## src/rtl/gsc_pkg.sv

```systemverilog
// gsc_pkg: types, codes and constants of the gantry stepper command sequencer
// used by gsc_cmd_queue and gantry_stepper_command_sequencer; no dependencies
package gsc_pkg;

    localparam int QUEUE_DEPTH = 32;
    localparam int Q_AW        = $clog2(QUEUE_DEPTH);
    localparam int Q_CW        = $clog2(QUEUE_DEPTH + 1);
    localparam int QUEUED_W    = 6;
    localparam int CFG_IDX_W   = 2;
    localparam int CFG_W       = 16;

    localparam logic [CFG_IDX_W-1:0] CFG_TICKS_PER_MOVE  = 2'd0;
    localparam logic [CFG_IDX_W-1:0] CFG_HOME_UP_TICKS   = 2'd1;
    localparam logic [CFG_IDX_W-1:0] CFG_HOME_LEFT_TICKS = 2'd2;

    localparam logic [CFG_W-1:0] TICKS_PER_MOVE_RST  = 16'd1103;
    localparam logic [CFG_W-1:0] HOME_UP_TICKS_RST   = 16'd2905;
    localparam logic [CFG_W-1:0] HOME_LEFT_TICKS_RST = 16'd1637;

    localparam logic [7:0] BYTE_START = 8'h61;
    localparam logic [7:0] DIR_BASE   = 8'd48;
    localparam logic [7:0] DIR_LAST   = 8'd51;
    localparam logic [7:0] SOL_ON     = 8'd1;

    // bit 0 left motor, bit 1 right motor, 1 = phase counts up
    localparam logic [1:0] SENSE_UP    = 2'd2;
    localparam logic [1:0] SENSE_RIGHT = 2'd0;
    localparam logic [1:0] SENSE_DOWN  = 2'd1;
    localparam logic [1:0] SENSE_LEFT  = 2'd3;

    typedef enum logic [1:0] {
        KIND_BYTE        = 2'd0,
        KIND_TICK        = 2'd1,
        KIND_DOWN_LIMIT  = 2'd2,
        KIND_RIGHT_LIMIT = 2'd3
    } kind_t;

    typedef enum logic [2:0] {
        STAGE_DOWN  = 3'd0,
        STAGE_RIGHT = 3'd1,
        STAGE_UP    = 3'd2,
        STAGE_LEFT  = 3'd3,
        STAGE_DONE  = 3'd4
    } stage_t;

    typedef logic [2:0]      cmd_t;
    typedef logic [Q_CW-1:0] fill_t;

    typedef struct packed {
        logic push;
        logic pop;
        cmd_t cmd;
    } q_ctrl_t;

    typedef struct packed {
        logic  full;
        fill_t fill;
        cmd_t  head_cmd;
    } q_stat_t;

    function automatic logic [3:0] coil_of(input logic [2:0] phase);
        logic [3:0] c;
        case (phase)
            3'd0:    c = 4'h1;
            3'd1:    c = 4'h5;
            3'd2:    c = 4'h4;
            3'd3:    c = 4'h6;
            3'd4:    c = 4'h2;
            3'd5:    c = 4'hA;
            3'd6:    c = 4'h8;
            default: c = 4'h9;
        endcase
        return c;
    endfunction

    function automatic logic [1:0] sense_of_dir(input logic [1:0] dir);
        logic [1:0] s;
        case (dir)
            2'd0:    s = SENSE_UP;
            2'd1:    s = SENSE_RIGHT;
            2'd2:    s = SENSE_DOWN;
            default: s = SENSE_LEFT;
        endcase
        return s;
    endfunction

endpackage

```

## src/rtl/gsc_cmd_queue.sv

```systemverilog
// gsc_cmd_queue: command fifo with same-cycle head read and empty bypass
// depends on gsc_pkg
module gsc_cmd_queue
    import gsc_pkg::*;
(
    input  logic    aclk,
    input  logic    aresetn,
    input  q_ctrl_t ctrl,
    output q_stat_t stat
);

    cmd_t             store_reg [QUEUE_DEPTH];
    logic [Q_AW-1:0]  head_reg, head_next;
    logic [Q_AW-1:0]  tail_reg, tail_next;
    fill_t            fill_reg, fill_next;

    always_comb begin
        head_next = head_reg;
        tail_next = tail_reg;
        fill_next = fill_reg;
        if (ctrl.push) begin
            tail_next = (tail_reg == Q_AW'(QUEUE_DEPTH - 1)) ? '0 : tail_reg + 1'b1;
        end
        if (ctrl.pop) begin
            head_next = (head_reg == Q_AW'(QUEUE_DEPTH - 1)) ? '0 : head_reg + 1'b1;
        end
        if (ctrl.push && !ctrl.pop) begin
            fill_next = fill_reg + 1'b1;
        end else if (!ctrl.push && ctrl.pop) begin
            fill_next = fill_reg - 1'b1;
        end
    end

    always_ff @(posedge aclk) begin
        if (!aresetn) begin
            head_reg <= '0;
            tail_reg <= '0;
            fill_reg <= '0;
        end else begin
            head_reg <= head_next;
            tail_reg <= tail_next;
            fill_reg <= fill_next;
        end
    end

    always_ff @(posedge aclk) begin
        if (ctrl.push) begin
            store_reg[tail_reg] <= ctrl.cmd;
        end
    end

    // empty queue: the command being pushed is the head
    assign stat.full     = (fill_reg == Q_CW'(QUEUE_DEPTH));
    assign stat.fill     = fill_reg;
    assign stat.head_cmd = (fill_reg == '0) ? ctrl.cmd : store_reg[head_reg];

    a_fill_bound: assert property (@(posedge aclk) disable iff (!aresetn)
        fill_reg <= Q_CW'(QUEUE_DEPTH))
        else $error("queue fill beyond depth");

    a_pop_has_entry: assert property (@(posedge aclk) disable iff (!aresetn)
        ctrl.pop |-> (fill_reg != '0) || ctrl.push)
        else $error("pop from empty queue");

    a_no_push_full: assert property (@(posedge aclk) disable iff (!aresetn)
        (ctrl.push && stat.full) |-> ctrl.pop == 1'b0 && 1'b0)
        else $error("push into full queue");

endmodule

```

## src/rtl/gantry_stepper_command_sequencer.sv

```systemverilog
// gantry_stepper_command_sequencer: top level, framing, homing and move sequencing
// depends on gsc_pkg and gsc_cmd_queue
//
// s_ channel: one item per handshake, s_kind selects serial byte, step tick,
// down limit or right limit; s_rx_byte is used only for serial bytes.
// m_ channel: exactly one result item per input item, in order, giving the
// coil patterns of both motors, solenoid, moving, homed, queue fill and a
// flag for a command lost to a full queue.
// cfg_ port: single-cycle writes of ticks_per_move, home_up_ticks and
// home_left_ticks; they apply at the next load of the tick counter.
// Output: the result of an item is registered when it is accepted and is on m_ in the next cycle.
// Throughput: one item per cycle while m_valid is low or m_ready is high;
// all work is one pass of logic from the state registers to the result register.
// Reset: homing starts at once, moving down until the down limit, then right
// until the right limit, then up and left for the configured tick counts.
// Stall: the result register holds while m_ready is low; s_ready stays high
// as long as the result register is empty or being emptied in that cycle.
module gantry_stepper_command_sequencer
    import gsc_pkg::*;
(
    input  logic                 aclk,
    input  logic                 aresetn,
    input  logic                 s_valid,
    output logic                 s_ready,
    input  logic [1:0]           s_kind,
    input  logic [7:0]           s_rx_byte,
    output logic                 m_valid,
    input  logic                 m_ready,
    output logic [3:0]           m_left_coils,
    output logic [3:0]           m_right_coils,
    output logic                 m_solenoid_on,
    output logic                 m_moving,
    output logic                 m_homed,
    output logic [QUEUED_W-1:0]  m_queued,
    output logic                 m_command_dropped,
    input  logic                 cfg_we,
    input  logic [CFG_IDX_W-1:0] cfg_index,
    input  logic [CFG_W-1:0]     cfg_wdata
);

    logic             s_accept;
    logic [CFG_W-1:0] ticks_per_move_reg, home_up_ticks_reg, home_left_ticks_reg;

    logic [7:0]       fb0_reg, fb0_next, fb1_reg, fb1_next;
    logic [1:0]       fc_reg, fc_next;
    logic             push_req, push_ok, dropped;
    cmd_t             push_cmd;

    stage_t           stage_reg, stage_next;
    logic             busy_reg, busy_next;
    logic [1:0]       sense_reg, sense_next;
    logic [CFG_W-1:0] tr_reg, tr_next;
    logic [2:0]       lp_reg, lp_next, rp_reg, rp_next;
    logic             sol_reg, sol_next;
    logic             pop;

    q_ctrl_t          q_ctrl;
    q_stat_t          q_stat;
    fill_t            fill_next;

    logic                m_valid_reg;
    logic [3:0]          m_left_coils_reg, m_left_coils_next;
    logic [3:0]          m_right_coils_reg, m_right_coils_next;
    logic                m_solenoid_on_reg, m_moving_reg, m_homed_reg, m_homed_next;
    logic [QUEUED_W-1:0] m_queued_reg, m_queued_next;
    logic                m_command_dropped_reg;

    assign s_ready  = !m_valid_reg || m_ready;
    assign s_accept = s_valid && s_ready;

    // configuration registers
    always_ff @(posedge aclk) begin
        if (!aresetn) begin
            ticks_per_move_reg  <= TICKS_PER_MOVE_RST;
            home_up_ticks_reg   <= HOME_UP_TICKS_RST;
            home_left_ticks_reg <= HOME_LEFT_TICKS_RST;
        end else if (cfg_we) begin
            unique case (cfg_index)
                CFG_TICKS_PER_MOVE:  ticks_per_move_reg  <= cfg_wdata;
                CFG_HOME_UP_TICKS:   home_up_ticks_reg   <= cfg_wdata;
                CFG_HOME_LEFT_TICKS: home_left_ticks_reg <= cfg_wdata;
                default: ;
            endcase
        end
    end

    // byte framing
    always_comb begin
        fb0_next = fb0_reg;
        fb1_next = fb1_reg;
        fc_next  = fc_reg;
        push_req = 1'b0;
        push_cmd = '0;
        if (s_accept && kind_t'(s_kind) == KIND_BYTE) begin
            if (fc_reg == 2'd0) begin
                fb0_next = s_rx_byte;
                fc_next  = 2'd1;
            end else if (fc_reg == 2'd1) begin
                fb1_next = s_rx_byte;
                fc_next  = 2'd2;
            end else if (fb0_reg == BYTE_START) begin
                if (fb1_reg >= DIR_BASE && fb1_reg <= DIR_LAST) begin
                    push_req = 1'b1;
                    push_cmd = {s_rx_byte == SOL_ON, fb1_reg[1:0]};
                end
                fc_next  = 2'd0;
                fb0_next = '0;
                fb1_next = '0;
            end else begin
                fb0_next = fb1_reg;
                fb1_next = s_rx_byte;
                fc_next  = 2'd2;
            end
        end
    end

    assign push_ok = push_req && !q_stat.full;
    assign dropped = push_req && q_stat.full;

    // motion and homing next state
    always_comb begin
        stage_next = stage_reg;
        busy_next  = busy_reg;
        sense_next = sense_reg;
        tr_next    = tr_reg;
        lp_next    = lp_reg;
        rp_next    = rp_reg;
        sol_next   = sol_reg;
        pop        = 1'b0;
        if (s_accept) begin
            case (kind_t'(s_kind))
                KIND_TICK: begin
                    if (busy_reg) begin
                        lp_next = lp_reg + (sense_reg[0] ? 3'd1 : 3'd7);
                        rp_next = rp_reg + (sense_reg[1] ? 3'd1 : 3'd7);
                        if (stage_reg != STAGE_DOWN && stage_reg != STAGE_RIGHT) begin
                            if (tr_reg != '0) begin
                                tr_next = tr_reg - 1'b1;
                            end
                            if (tr_next == '0) begin
                                busy_next = 1'b0;
                            end
                        end
                    end
                end
                KIND_DOWN_LIMIT: begin
                    if (stage_reg == STAGE_DOWN) begin
                        stage_next = STAGE_RIGHT;
                        sense_next = SENSE_RIGHT;
                        busy_next  = 1'b1;
                    end
                end
                KIND_RIGHT_LIMIT: begin
                    if (stage_reg == STAGE_RIGHT) begin
                        stage_next = STAGE_UP;
                        sense_next = SENSE_UP;
                        tr_next    = home_up_ticks_reg;
                        busy_next  = (home_up_ticks_reg != '0);
                    end
                end
                default: ;
            endcase
            if (stage_next == STAGE_UP && !busy_next) begin
                stage_next = STAGE_LEFT;
                sense_next = SENSE_LEFT;
                tr_next    = home_left_ticks_reg;
                busy_next  = (home_left_ticks_reg != '0);
            end
            if (stage_next == STAGE_LEFT && !busy_next) begin
                stage_next = STAGE_DONE;
            end
            if (stage_next == STAGE_DONE && !busy_next
                    && (q_stat.fill != '0 || push_ok)) begin
                pop        = 1'b1;
                sol_next   = q_stat.head_cmd[2];
                sense_next = sense_of_dir(q_stat.head_cmd[1:0]);
                tr_next    = ticks_per_move_reg;
                busy_next  = (ticks_per_move_reg != '0);
            end
        end
    end

    assign q_ctrl.push = push_ok;
    assign q_ctrl.pop  = pop;
    assign q_ctrl.cmd  = push_cmd;

    gsc_cmd_queue u_queue (
        .aclk    (aclk),
        .aresetn (aresetn),
        .ctrl    (q_ctrl),
        .stat    (q_stat)
    );

    // result item contents
    always_comb begin
        fill_next = q_stat.fill;
        if (push_ok && !pop) begin
            fill_next = q_stat.fill + 1'b1;
        end else if (!push_ok && pop) begin
            fill_next = q_stat.fill - 1'b1;
        end
        m_left_coils_next  = coil_of(lp_next);
        m_right_coils_next = coil_of(rp_next);
        m_homed_next       = (stage_next == STAGE_DONE);
        m_queued_next      = QUEUED_W'(fill_next);
    end

    always_ff @(posedge aclk) begin
        if (!aresetn) begin
            fb0_reg     <= '0;
            fb1_reg     <= '0;
            fc_reg      <= '0;
            stage_reg   <= STAGE_DOWN;
            busy_reg    <= 1'b1;
            sense_reg   <= SENSE_DOWN;
            tr_reg      <= '0;
            lp_reg      <= '0;
            rp_reg      <= '0;
            sol_reg     <= 1'b0;
            m_valid_reg <= 1'b0;
        end else begin
            fb0_reg   <= fb0_next;
            fb1_reg   <= fb1_next;
            fc_reg    <= fc_next;
            stage_reg <= stage_next;
            busy_reg  <= busy_next;
            sense_reg <= sense_next;
            tr_reg    <= tr_next;
            lp_reg    <= lp_next;
            rp_reg    <= rp_next;
            sol_reg   <= sol_next;
            if (s_accept) begin
                m_valid_reg <= 1'b1;
            end else if (m_ready) begin
                m_valid_reg <= 1'b0;
            end
        end
    end

    always_ff @(posedge aclk) begin
        if (s_accept) begin
            m_left_coils_reg      <= m_left_coils_next;
            m_right_coils_reg     <= m_right_coils_next;
            m_solenoid_on_reg     <= sol_next;
            m_moving_reg          <= busy_next;
            m_homed_reg           <= m_homed_next;
            m_queued_reg          <= m_queued_next;
            m_command_dropped_reg <= dropped;
        end
    end

    assign m_valid           = m_valid_reg;
    assign m_left_coils      = m_left_coils_reg;
    assign m_right_coils     = m_right_coils_reg;
    assign m_solenoid_on     = m_solenoid_on_reg;
    assign m_moving          = m_moving_reg;
    assign m_homed           = m_homed_reg;
    assign m_queued          = m_queued_reg;
    assign m_command_dropped = m_command_dropped_reg;

    a_seek_busy: assert property (@(posedge aclk) disable iff (!aresetn)
        (stage_reg == STAGE_DOWN || stage_reg == STAGE_RIGHT) |-> busy_reg)
        else $error("idle during limit seek");

    a_homed_sticks: assert property (@(posedge aclk) disable iff (!aresetn)
        stage_reg == STAGE_DONE |=> stage_reg == STAGE_DONE)
        else $error("left homed state");

    a_tick_steps: assert property (@(posedge aclk) disable iff (!aresetn)
        (s_accept && kind_t'(s_kind) == KIND_TICK && busy_reg)
            |=> lp_reg != $past(lp_reg) && rp_reg != $past(rp_reg))
        else $error("tick while moving did not step");

endmodule
```

## config.mk

```make
export PLATFORM = sky130hd
export DESIGN_NAME = gantry_stepper_command_sequencer
export DESIGN_NICKNAME = d
export VERILOG_FILES = /design/src/rtl/gsc_pkg.sv /design/src/rtl/gsc_cmd_queue.sv /design/src/rtl/gantry_stepper_command_sequencer.sv
export SDC_FILE = /design/constraint.sdc
export NUM_CORES = 1
export LEC_CHECK = 0
export BUFFER_PORTS_ARGS = -buffer_cell sky130_fd_sc_hd__buf_2
export CAP_MARGIN = 20
export CORE_MARGIN = 3
export CORE_UTILIZATION = 47
export DETAILED_ROUTE_END_ITERATION = 10
export GPL_TIMING_DRIVEN = 0
export PLACE_DENSITY = 0.63
export SLEW_MARGIN = 20
export SYNTH_ARGS = -nofsm -noshare
export SYNTH_HDL_FRONTEND = slang
export SYNTH_SLANG_ARGS = --single-unit
```

## constraint.sdc

```tcl
create_clock -name aclk -period 3.56 [get_ports aclk]
set_clock_uncertainty 0.15 [all_clocks]
set_input_delay 0.178 -clock aclk [delete_from_list [all_inputs] [get_ports aclk]]
set_output_delay 0.178 -clock aclk [all_outputs]
set_load 0.005 [all_outputs]
```

==> metrics.txt <==
status finished clean; crit path time final 3.47 ns; sw frac between 20% and 30%; largest net degree at the start of global routing 34; TNS Setup 0 ns; Leak Pwr between 4 and 5 nW; Total GRT Usage 23.3%; CP max FO 10; commonest non-fill, non-tap cell in the layout nand2_1; clock sink count 231; Placer Congestion between 0.9 and 1; IO Port Bufs 52; pins over their slew limit 0; final WL 29.4 mm; commonest cells after routing, fill and taps aside 161 x nand2_1, 114 x edfxtp_1, 113 x dfxtp_1, 93 x nor2_1, 75 x a21oi_1; Comb power frac 9.0%; Ys Warns 0; Internal about 4.5 mW; Max Root-Sink Buffers 3; DIE AREA 0.0250 mm2; element type at the critical path end flop; CTS tree built; initial DRC count 656; Post-DP HPWL 20.1 mm; total chip power 5.94 mW; DR vias 8675; Fin. Hold Viols 0; final period utilization 97.5%; syn avg cell area just over 10 um2; final antenna-violating net count 0; root buf cell clkbuf_16; worst relative slew slack 43.7%; synth unique cells between 70 and 80; vias in the first global route 8269; Top FF cell, synth dfxtp_1; Async S/R FF share, synth 0%; CTS Buf Count 25; Overflow after GRT 0; Register-to-Register Path Depth 14; Mapped Nets 1094; later-pin clock latency in the skew report 0.52 ns; CP arrival 3.56 ns; FMAX 288 MHz; P per Cell Area around 460 mW/mm2; initial antenna violation count 0; multi-input combinational cell area 0.00495 mm2; Routed WL per cell 20.0 um; Worst Path Required 3.65 ns; worst-margin pin slew 0.844 ns; layout cell share with drive strength beyond 1 17.3%; Top Ports 53; Hold Path Stages 4; Post-synth EDFFs 114; diodes inserted 0; Chip Width between 150 and 200 um; drt pass-1 iters 6; total core area 0.0227 mm2; Seq cells post-synth 231; Setup CP Type flop to flop; row count 55; P_sw 1.40 mW; fin nets around 1200; Die Ht 158 um; starting density of the core 47.9%; DRC errors left 0; Seq pwr share roughly 48%; combined area of all synthesized cells 0.0109 mm2; Clock transition at path regs approximately 0.060 ns; Gate Count Post-Synth 1046; final core occ 56.9%; Layout fillers between 1500 and 2000; CP Launch Type flop; first-pass GRT wire length 45.7 mm; FF+latch area 0.00577 mm2; area added between synthesis and finish 18.8%; Clock Power Share 42.8%; peak supply drop 0.000388 V; min-delay worst type input port to flop; DR vias/cell roughly 6; max cap viols 0; final setup violating endpoints 0; depth of the CTS H-tree 1; sequential-to-total area share from yosys stat 53.0%; Largest register FFs 96
[area by class of cell]
type | instances | share of cell area, %
Buffer | 60 | 2.32
Multi-Input combinational cell | 732 | 38.3
Clock buffer | 33 | 5.38
Inverter | 21 | 0.610
Tap cell | 285 | 2.76
Timing Repair Buffer | 95 | 5.11
Clock inverter | 10 | 0.784
Sequential cell | 231 | 44.7
[through the flow]
stage                     hold WS, ns  cells  setup slack (ns)  instance area (um2)
final                           0.105   1467            0.0893                12900
after global routing            0.145   1467           -0.0411                12900
after CTS                      0.0924   1458           0.00796                12700
after detailed placement        0.278   1383            -0.894                11500
after global placement          0.277   1383            -0.821                11500
after floorplan                 0.152   1046            0.0268                10900
[worst max-delay path, cell delays in order (launching register included)]
cell	delay, ns
dfxtp_2	0.37
inv_1	0.09
ha_2	0.22
nor3b_4	0.40
buf_4	0.19
nor2_1	0.03
mux2i_1	0.26
nand2_2	0.14
nor4_4	0.30
buf_4	0.20
a31oi_4	0.12
buf_4	0.20
o2111ai_2	0.21
o31ai_4	0.13
xor2_2	0.18
[final timing paths]
| kind | startpoint | endpoint | slack [ns] |
|---|---|---|---|
| max | tr_reg[0]$_SDFFE_PN0P_ | m_queued[5]$_DFFE_PP_ | 0.09 |
| min | cfg_index[0] | home_up_ticks_reg[10]$_SDFFE_PN0P_ | 0.10 |
| max reg2reg | tr_reg[0]$_SDFFE_PN0P_ | m_queued[5]$_DFFE_PP_ | 0.09 |
| min reg2reg | home_up_ticks_reg[2]$_SDFFE_PN0P_ | home_up_ticks_reg[2]$_SDFFE_PN0P_ | 0.34 |
[logic make-up after synthesis]
family	synth area share, %
AO/OA/AOI/OAI	12.7
XOR/XNOR	1.37
adder cells (fa/ha/maj)	1.86
buffers and inverters	3.19
flip-flops	53.0
multiplexers	8.48
AND/OR/NAND/NOR	19.3
[repair_timing]
action                                 in CTS  in global routing
pin swaps                                   2                  8
setup endpoints to repair                 132                113
setup buffers                               3                  9
resized for setup                          28                 31
hold buffers                               31                  0
endpoints found under the hold margin      68                  0
[power by group through the flow]
stage	registers, mW	clock network [mW]	logic, mW
after global placement	2.92	0	0.455
after CTS	2.86	2.58	0.492
after detailed placement	2.92	0	0.457
after floorplan	2.91	0	0.318
after global routing	2.87	2.70	0.589
final	2.86	2.54	0.534
[per-layer routing]
layer	GRT usage [%]	wire length, um
met1	33.9	13400
met2	35.7	13300
met3	3.94	2000
met4	7.29	776
met5	0	0
[synthesized netlist by cell type, types with 5 or more instances]
cell type | number | area [um2]
nor3_1 | 20 | 100
a21o_1 | 6 | 45.0
inv_1 | 20 | 75.1
a21oi_1 | 78 | 390
mux2i_1 | 19 | 190
clkbuf_1 | 46 | 173
ha_1 | 13 | 163
a22oi_1 | 12 | 90.1
mux2_2 | 5 | 56.3
a31oi_1 | 21 | 131
o22ai_1 | 5 | 31.3
dfxtp_1 | 117 | 2340
a211oi_1 | 12 | 90.1
or3_1 | 9 | 56.3
buf_2 | 10 | 50.1
xnor2_1 | 13 | 114
and2_1 | 7 | 43.8
nor2_1 | 95 | 357
nor4_4 | 5 | 106
o31ai_1 | 7 | 52.6
edfxtp_1 | 114 | 3420
nand4_1 | 13 | 81.3
nand2_1 | 163 | 612
nand2b_1 | 11 | 68.8
o21ai_0 | 35 | 175
and3_1 | 7 | 43.8
mux4_2 | 30 | 676
nand3b_1 | 6 | 45.0
nor4_1 | 17 | 106
a22o_1 | 12 | 105
nand3_1 | 45 | 225
Note: power is estimated with default switching activity, not from simulation.
